File: config.mk
export PLATFORM = sky130hd
export DESIGN_NAME = sorted_list_table
export DESIGN_NICKNAME = d
export VERILOG_FILES = /design/src/hw/rtl/slt_pkg.sv /design/src/hw/rtl/sorted_list_table.sv
export SDC_FILE = /design/constraint.sdc
export NUM_CORES = 1
export LEC_CHECK = 0
export ABC_AREA = 0
export BUFFER_PORTS_ARGS = -buffer_cell sky130_fd_sc_hd__buf_2
export CAP_MARGIN = 20
export CORE_UTILIZATION = 55
export CTS_CLUSTER_SIZE = 30
export DETAILED_ROUTE_END_ITERATION = 10
export PLACE_DENSITY_LB_ADDON = 0.08
export SLEW_MARGIN = 25
export SYNTH_ARGS = -nofsm -noshare
export SYNTH_HDL_FRONTEND = slang
export SYNTH_SLANG_ARGS = --single-unit
File: constraint.sdc
create_clock -name clk -period 15.5 [get_ports clk]
set_input_delay 3.1 -clock clk [delete_from_list [all_inputs] [get_ports clk]]
set_output_delay 3.1 -clock clk [all_outputs]
set_load 0.02 [all_outputs]
File: src/hw/rtl/slt_pkg.sv
// Shared types and constants for the sorted list table.
// No dependencies.
package slt_pkg;

  localparam int DEPTH = 16;
  localparam int IDX_W = $clog2(DEPTH);
  localparam int CNT_W = $clog2(DEPTH + 1);

  localparam logic [1:0] ACT_INSERT = 2'd0;
  localparam logic [1:0] ACT_QUERY  = 2'd1;
  localparam logic [1:0] ACT_REMOVE = 2'd2;
  localparam logic [1:0] ACT_CLEAR  = 2'd3;

  localparam logic [1:0] ST_OK    = 2'd0;
  localparam logic [1:0] ST_EMPTY = 2'd1;
  localparam logic [1:0] ST_FULL  = 2'd2;

  typedef enum logic [1:0] {
    S_IDLE,
    S_INSERT,
    S_REMOVE,
    S_QUERY
  } seq_state_t;

endpackage

File: src/hw/rtl/sorted_list_table.sv
// Sorted list table top level: entry store, walk sequencer and result register.
// Depends on slt_pkg.
//
// Holds up to DEPTH signed 32-bit words in ascending order. A command word is
// taken when start is high and busy is low. After the taking cycle, Insert
// walks down from the top of the list, moving one entry up per cycle until the
// slot for the new word is found. Remove compacts the list in one pass, one
// entry per cycle after the taking cycle. Query streams one stored word per
// cycle after the taking cycle. Clear, and any command that hits the empty or
// full case, finishes in the cycle in which it is taken. The entry store is
// read once and written once per cycle. Each result word sits on the result
// ports for exactly one cycle with valid high; the receiver cannot hold results
// off, so it must take every word as it comes. The final word of a command has
// last_result set. busy drops as soon as the last result is registered, so a
// new command can be taken in the same cycle that result is shown.
module sorted_list_table
  import slt_pkg::*;
(
  input  logic               clk,
  input  logic               rst,
  input  logic               start,
  output logic               busy,
  input  logic [1:0]         action,
  input  logic signed [31:0] operand_value,
  output logic               valid,
  output logic [1:0]         status,
  output logic signed [31:0] item_value,
  output logic [4:0]         entries_after,
  output logic               last_result
);

  // entry store, written by the sequencer one word per cycle
  logic [31:0] mem [DEPTH];

  seq_state_t        state, state_next;
  logic [CNT_W-1:0]  count, count_next;   // stored entries
  logic [CNT_W-1:0]  rptr, rptr_next;     // walk position
  logic [CNT_W-1:0]  wptr, wptr_next;     // compaction write position
  logic signed [31:0] opv, opv_next;      // latched operand

  logic              we;
  logic [IDX_W-1:0]  waddr;
  logic [31:0]       wdata;
  logic [IDX_W-1:0]  raddr;
  logic [31:0]       rdata;

  logic              res_v;
  logic [1:0]        res_status;
  logic [31:0]       res_item;
  logic [CNT_W-1:0]  res_count;
  logic              res_last;

  logic              accept;
  logic [CNT_W-1:0]  rptr_dec;
  logic [CNT_W-1:0]  rptr_inc;

  assign accept   = start && (state == S_IDLE);
  assign busy     = (state != S_IDLE);
  assign rptr_dec = rptr - CNT_W'(1);
  assign rptr_inc = rptr + CNT_W'(1);
  assign rdata    = mem[raddr];

  always_ff @(posedge clk) begin
    if (we) begin
      mem[waddr] <= wdata;
    end
  end

  always_ff @(posedge clk) begin
    if (rst) begin
      state <= S_IDLE;
      count <= '0;
      valid <= 1'b0;
    end else begin
      state <= state_next;
      count <= count_next;
      valid <= res_v;
    end
    rptr          <= rptr_next;
    wptr          <= wptr_next;
    opv           <= opv_next;
    status        <= res_status;
    item_value    <= res_item;
    entries_after <= 5'(res_count);
    last_result   <= res_last;
  end

  always_comb begin
    state_next = state;
    count_next = count;
    rptr_next  = rptr;
    wptr_next  = wptr;
    opv_next   = opv;
    we         = 1'b0;
    waddr      = rptr[IDX_W-1:0];
    wdata      = opv;
    raddr      = rptr[IDX_W-1:0];
    res_v      = 1'b0;
    res_status = ST_OK;
    res_item   = '0;
    res_count  = count;
    res_last   = 1'b1;

    unique case (state)
      S_IDLE: begin
        if (accept) begin
          opv_next = operand_value;
          unique case (action)
            ACT_INSERT: begin
              if (count == CNT_W'(DEPTH)) begin
                res_v      = 1'b1;
                res_status = ST_FULL;
              end else begin
                rptr_next  = count;
                state_next = S_INSERT;
              end
            end
            ACT_QUERY, ACT_REMOVE: begin
              if (count == '0) begin
                res_v      = 1'b1;
                res_status = ST_EMPTY;
              end else begin
                rptr_next  = '0;
                wptr_next  = '0;
                state_next = (action == ACT_QUERY) ? S_QUERY : S_REMOVE;
              end
            end
            ACT_CLEAR: begin
              res_v      = 1'b1;
              res_status = (count == '0) ? ST_EMPTY : ST_OK;
              res_count  = '0;
              count_next = '0;
            end
            default: ;
          endcase
        end
      end

      // rptr is the free slot; entry below it moves up unless it is smaller
      S_INSERT: begin
        raddr = rptr_dec[IDX_W-1:0];
        we    = 1'b1;
        waddr = rptr[IDX_W-1:0];
        if (rptr == '0 || $signed(rdata) < opv) begin
          wdata      = opv;
          count_next = count + CNT_W'(1);
          res_v      = 1'b1;
          res_count  = count + CNT_W'(1);
          state_next = S_IDLE;
        end else begin
          wdata     = rdata;
          rptr_next = rptr_dec;
        end
      end

      S_REMOVE: begin
        raddr = rptr[IDX_W-1:0];
        waddr = wptr[IDX_W-1:0];
        wdata = rdata;
        if (rptr == count) begin
          count_next = wptr;
          res_v      = 1'b1;
          res_count  = wptr;
          state_next = S_IDLE;
        end else begin
          rptr_next = rptr_inc;
          if ($signed(rdata) != opv) begin
            we        = 1'b1;
            wptr_next = wptr + CNT_W'(1);
          end
        end
      end

      S_QUERY: begin
        raddr     = rptr[IDX_W-1:0];
        res_v     = 1'b1;
        res_item  = rdata;
        res_last  = (rptr_inc == count);
        rptr_next = rptr_inc;
        if (rptr_inc == count) begin
          state_next = S_IDLE;
        end
      end

      default: state_next = S_IDLE;
    endcase
  end

  // count never exceeds capacity
  a_count_cap: assert property (@(posedge clk) disable iff (rst)
    count <= CNT_W'(DEPTH))
    else $error("entry count above capacity");

  // an accepted command is either in progress or answered next cycle
  a_accept_progress: assert property (@(posedge clk) disable iff (rst)
    accept |=> (busy || valid))
    else $error("command dropped");

  // a non-final result only comes while a query is still streaming
  a_midstream_busy: assert property (@(posedge clk) disable iff (rst)
    (valid && !last_result) |-> (busy && $past(state) == S_QUERY))
    else $error("non-final result outside query");

  // full status only reported at capacity
  a_full_count: assert property (@(posedge clk) disable iff (rst)
    (valid && status == ST_FULL) |-> (entries_after == 5'(DEPTH)))
    else $error("full status with table not full");

endmodule

==> flow_summary_export.csv, run 1 <==
group,metric,value,unit
synth,netlist_instances,1212,
global_routing,grt_max_degree,81,
timing,fin_crit_sh,0.515,
place,preCtsSetupSlack,7490,ps
place,port-buffer-count,78,
min_path,worstHoldEndpoint,"state[1]",
global_routing,grt_pass1_vias,12300,
routing,first_pass_iters,7,
routing,drt-total-wl,55200,µm
cells_and_area,fillCellCount,3066,
global_routing,antenna_found_initial,1,
place,dp_cells,1839,
timing,tightest_slew,1080,ps
timing,tns,0,ps
floorplan,coreArea,0.0432,mm²
synth,yosysTopAreaCell,"edfxtp_1",
power,p_leak,9.11,nW
cells_and_area,final_common_cell,"edfxtp_1",
timing,fin_skew,21.3,ps
timing,drv_slew,0,
place,place_area,0.0253,mm²
timing,hold-worst-slack,562,ps
cts,clk_pin_slew,60,ps
worst_setup_path,r2r-start,"state[1]",
cells_and_area,area_delta_synth_final,12.9,%
routing,met2WireLength,26800,µm
global_routing,track_usage,0.259,
cells_and_area,final_cells,1948,
min_path,hold_depth,2,
routing,met3_length,3380,µm
power,powerDensity,218,mW/mm²
cells_and_area,design_area,0.0272,mm²
timing,rsz0062_at_grt,"no",
floorplan,die_h,211,µm
worst_setup_path,cp-end-kind,"flop",
timing,slew_headroom,0.281,
synth,syn_avg_cell_area,19.9,µm²
cells_and_area,layout.nets,1398,
floorplan,io_pins,79,
worst_setup_path,cp_max_fo,68,
global_routing,grt_overflow_total,0,
cts,worst_skew_pair.late_latency,620,ps
cells_and_area,fin_util,0.631,
synth,synth_edf_count,554,
worst_setup_path,r2r_cells,15,
timing,setup_viol,0,
timing,fin_ws,7510,ps
place,gp_congestion,0.804,
cts,ctsResizeCount,0,
routing,drcViolationCount,0,
cells_and_area,drive_above_1_share,0.273,
worst_setup_path,slowest_delay,920,ps
power,ir_drop,0.186,mV
timing,fmax,125,MHz
cts,clock-sinks,602,
routing,num_vias,12100,
floorplan,rows,76,
global_routing,grt_first_pass_wirelength,81500,µm
synth,synth_top_flop_cell,"edfxtp_1",
worst_setup_path,crit_arrival,8330,ps
synth,synthesis.nets,1296,
floorplan,initial_utilization,0.559,
cts,post-cts-setup-buffers,0,
routing,wl_met1,23500,µm
synth,seq_area_frac_synth,0.729,
worst_setup_path,worst_ep_required_time,15840,ps
cts,ctsHoldBuffers,0,
synth,yosysWarnings,0,
synth,ys_ff_latch,602,
place,hpwlAfterDp,28300,µm
routing,highest_layer,"met5",
run,maxCapViolations,0,
cts,clockRootBuffer,"clkbuf_16",
cts,htree_levels,2,
synth,synth.distinct_cells,57,
outcome,status,"finished clean",
worst_setup_path,path_class,"reg2reg",
cts,cts_buffers,58,
cts,cts_buffer_depth,3,
worst_setup_path,cp-start-kind,"flop",
routing,viasPerCell,6.19,
synth,async_flop_share,0,
synth,synthTopCellsByArea,"edfxtp_1, mux4_2, dfxtp_1",
routing,postRouteAntennaNets,0,
worst_setup_path,critPathTopFamily,"compound AO/OA/AOI/OAI gates",
synth,synth_top_area_share,0.690,
worst_setup_path,reg2reg_setup_slack,7510,ps
worst_setup_path,path_cells,"inv_1, ha_1, mux2i_4, buf_4, buf_4, mux4_2, mux4_2, ha_1, nand4_1, nor4_1, o21ai_0, a31o_1, a41oi_1, o21a_2, a22o_1",
floorplan,die_w,211,µm
cts,tritoncts,"yes",
power,total_power,5.94,mW
worst_setup_path,r2r_end,"mem[4][31]",
timing,finalHoldViolCount,0,
routing,drt-initial-drc-count,1425,
routing,wl_per_cell,28.3,µm
synth,netlist_area,0.0241,mm²
worst_setup_path,cp_slowest_cell,"buf_4",
min_path,hp-start,"state[1]",
worst_setup_path,critPathBufInv,3,
min_path,hold_class,"reg2reg",
timing,min_period,7990,ps
cells_and_area,mostFrequentLayoutCells,"edfxtp_1, mux4_2, buf_2",
floorplan,die-area,0.0447,mm²
[worst min-delay path, stage by stage (launching register included)]
cell      delay, ps
dfxtp_1         340
o311ai_0        100
o41ai_1          80
[synthesized netlist by cell type (all sizes together) (6+ instances only)]
cell type,count
a21oi,19
a22o,32
and2,40
buf,24
clkbuf,35
dfxtp,48
edfxtp,554
ha,47
inv,48
mux4,160
nand2,32
nand3,15
nand4,7
nor2,33
nor3,6
o21ai,14
xnor2,12
xor2,6
[state kept, by name, summed over array words and instances, names as in the netlist, 5 cells and up]
register       flops
item_value        32
mem              512
count              5
entries_after      5
rptr               5
wptr               5
opv               32
[final cells by class]
class,instances,area [µm²],area share
flip-flops and latches,602,17600,0.646
multi-input cells,503,6210,0.228
clock buffers,94,1740,0.0638
well taps,585,732,0.0269
repair buffers,101,563,0.0207
clock inverters,14,203,0.00744
inverters,48,188,0.00689
diodes,1,2.50,0.0000919
[power by group]
part           switching [mW]  leakage (nW)  internal [mW]
Sequential             0.0469          5.42           2.14
Clock                   0.587         0.943          0.831
Combinational            1.34          2.75          0.992
[logic make-up (layout without fill, tap and decap cells)]
family | count (synthesis) | after routing | share of synthesized area
simple gates | 165 | 165 | 0.0363
flops | 602 | 602 | 0.729
mux | 163 | 163 | 0.151
xor+xnor | 18 | 18 | 0.00653
compound gates | 110 | 110 | 0.0338
fa+ha+maj | 47 | 47 | 0.0244
other cells | 0 | 1 | 0
buf+inv | 107 | 257 | 0.0190
[worst max-delay path by stage]
stage / from / end / slack, ps / depth (start not counted)
5_1_grt: state[1] / mem[12][13] / 7070 / 15
6_report: state[1] / mem[4][31] / 7510 / 15
3_3_place_gp: rptr[1] / mem[11][27] / 7710 / 15
4_1_cts: state[1] / mem[2][19] / 7490 / 15
2_1_floorplan: state[1] / mem[11][0] / 9710 / 16
3_5_place_dp: state[1] / mem[4][13] / 7490 / 15
[per-layer routing]
metal	global-route usage	vias to the layer above
met1	0.376	6346
met5	0	-
met3	0.0404	99
met2	0.412	444
met4	0.0737	2
li1	-	5161
(Power assumes the default switching activity.)
==> run 2, diff against run 1 <==
==> constraint.sdc (replaced) <==
create_clock -name clk -period 7.45 [get_ports clk]
set_input_delay 1.49 -clock clk [delete_from_list [all_inputs] [get_ports clk]]
set_output_delay 1.49 -clock clk [all_outputs]
set_load 0.02 [all_outputs]
==> flow_summary_export.csv, run 2 (synthesized netlist as in run 1, its figures left out) <==
group,metric,value,unit
outcome,status,"finished clean",
place,dp_cells,1853,
place,port-buffer-count,78,
worst_setup_path,cp-start-kind,"flop",
worst_setup_path,reg2reg_setup_slack,850,ps
worst_setup_path,cp-end-kind,"flop",
min_path,hold_depth,2,
timing,slew_headroom,0.216,
cts,clockRootBuffer,"clkbuf_16",
routing,drt-initial-drc-count,1392,
timing,fin_skew,13.3,ps
routing,postRouteAntennaNets,0,
global_routing,antenna_found_initial,2,
power,p_switching,4.17,mW
cells_and_area,regMostFlops,"mem",
run,maxCapViolations,0,
floorplan,io_pins,79,
timing,fin_crit_sh,0.886,
timing,rsz0062_at_grt,"no",
global_routing,track_usage,0.257,
cells_and_area,final_cells,1964,
power,ir_drop,0.278,mV
power,powerDensity,455,mW/mm²
min_path,worstHoldEndpoint,"state[1]",
global_routing,grt_pass1_vias,12100,
min_path,hp-start,"state[1]",
cells_and_area,mostFrequentLayoutCells,"edfxtp_1, mux4_2, buf_2",
cts,ctsHoldBuffers,0,
routing,first_pass_iters,5,
worst_setup_path,cp_slowest_cell,"a221oi_1",
worst_setup_path,worst_ep_required_time,7790,ps
routing,drt-total-wl,55200,µm
worst_setup_path,path_cells,"inv_1, ha_1, mux2i_4, buf_12, mux4_2, mux4_2, ha_1, a21oi_1, o21ai_0, a221oi_1, a21o_1, o2111a_1, nand2b_4, a22o_1",
cts,tritoncts,"yes",
global_routing,grt_first_pass_wirelength,80600,µm
power,power.internal,8.33,mW
routing,wl_per_cell,28.1,µm
worst_setup_path,r2r_end,"mem[1][15]",
cells_and_area,design_area,0.0275,mm²
cells_and_area,regArea,0.0176,mm²
power,switching_share,0.334,
power,total_power,12.5,mW
cts,worst_skew_pair.late_latency,620,ps
power,clock_power_share,0.236,
worst_setup_path,path_class,"reg2reg",
worst_setup_path,critPathBufInv,2,
place,hpwlAfterDp,30600,µm
timing,min_period,6600,ps
timing,finalHoldViolCount,0,
floorplan,die_h,211,µm
worst_setup_path,r2r_cells,14,
cells_and_area,top_regs,"mem (512), item_value (32), opv (32)",
cts,post-cts-setup-buffers,0,
worst_setup_path,critPathTopFamily,"compound AO/OA/AOI/OAI gates",
cts,ctsResizeCount,0,
worst_setup_path,slowest_delay,750,ps
cts,clock-sinks,602,
floorplan,die_w,211,µm
routing,num_vias,12100,
worst_setup_path,crit_arrival,6950,ps
cells_and_area,drive_above_1_share,0.280,
timing,setup_viol,0,
routing,drcViolationCount,0,
timing,tightest_slew,1160,ps
cells_and_area,final_common_cell,"edfxtp_1",
cells_and_area,layout.nets,1413,
cts,htree_levels,2,
worst_setup_path,cp_max_fo,65,
min_path,hold_class,"reg2reg",
cts,clk_pin_slew,60,ps
global_routing,grt_overflow_total,0,
cells_and_area,multiInputGateArea,0.00621,mm²
cts,cts_buffer_depth,3,
place,place_area,0.0255,mm²
worst_setup_path,r2r-start,"rptr[1]",
place,gp_congestion,0.829,
cts,cts_buffers,59,
cells_and_area,area_delta_synth_final,13.8,%
power,p_leak,9.22,nW
power,power.share.combinational,0.399,
floorplan,initial_utilization,0.559,
cells_and_area,fillCellCount,3010,
cells_and_area,fin_util,0.636,
global_routing,grt_max_degree,66,
timing,drv_slew,0,
floorplan,die-area,0.0447,mm²
cells_and_area,largest_register_ff_count,512,
floorplan,rows,76,
floorplan,coreArea,0.0432,mm²
worst_setup_path,cp.depth,14,
routing,viasPerCell,6.14,
timing,tns,0,ps
power,power.share.sequential,0.364,
timing,fmax,151,MHz
-- run 2: cell types whose count changed in the layout (fill, tap and decap cells not counted), moves of 2 or more --
| cell | previous run | this run |
|---|---|---|
| bufinv_16 | 4 | 6 |
| buf_4 | 23 | 25 |
| clkinv_1 | 2 | 11 |
| clkbuf_1 | 21 | 13 |
| clkbuf_16 | 58 | 61 |
| buf_12 | 0 | 12 |
| clkbuf_8 | 15 | 1 |
| clkinv_2 | 4 | 15 |
-- run 2: worst max path at each step --
stage | end | startpoint | slack [ps]
2_1_floorplan | mem[11][0] | state[1] | 1660
3_3_place_gp | mem[0][6] | state[1] | 1080
3_5_place_dp | mem[1][24] | rptr[0] | 960
4_1_cts | mem[1][2] | rptr[0] | 950
5_1_grt | mem[1][2] | rptr[0] | 510
6_report | mem[1][15] | rptr[1] | 850
-- run 2: through the flow --
stage / setup WS [ps] / hold WS, ps
2_1_floorplan: 1660 / 500
3_3_place_gp: 1080 / 524
3_5_place_dp: 964 / 537
4_1_cts: 952 / 550
5_1_grt: 506 / 602
6_report: 846 / 558
-- run 2: worst reg2reg max path, delay by kind of cell (launching register included) --
family,cells,cell delay (ps)
DFF,1,510
and+or+nand+nor,1,610
muxes,3,1340
AOI/OAI and AO/OA,6,2590
adders and majority gates,2,730
buffers and inverters,2,540
-- run 2: power groups by stage --
stage / registers [mW] / clock network [mW] / logic [mW]
6_report: 4.56 / 2.95 / 4.99
5_1_grt: 4.57 / 3.12 / 5.40
4_1_cts: 4.55 / 3.00 / 5.03
3_5_place_dp: 4.62 / 0 / 5.01
3_3_place_gp: 4.62 / 0 / 4.95
2_1_floorplan: 4.57 / 0 / 3.60
-- run 2: routing by layer --
metal	track usage	up-vias	routed length [µm]
met5	0	-	0
met4	0.0877	0	1450
met3	0.0408	88	4010
met2	0.415	466	27500
met1	0.361	6310	22300
li1	-	5200	-
-- run 2: layout make-up --
class	instances	area share
Sequential cell	602	0.641
Clock buffer	75	0.0579
Tap cell	585	0.0266
Clock inverter	34	0.0119
Inverter	48	0.00688
Antenna cell	2	0.000182
Multi-Input combinational cell	503	0.226
Timing Repair Buffer	115	0.0298
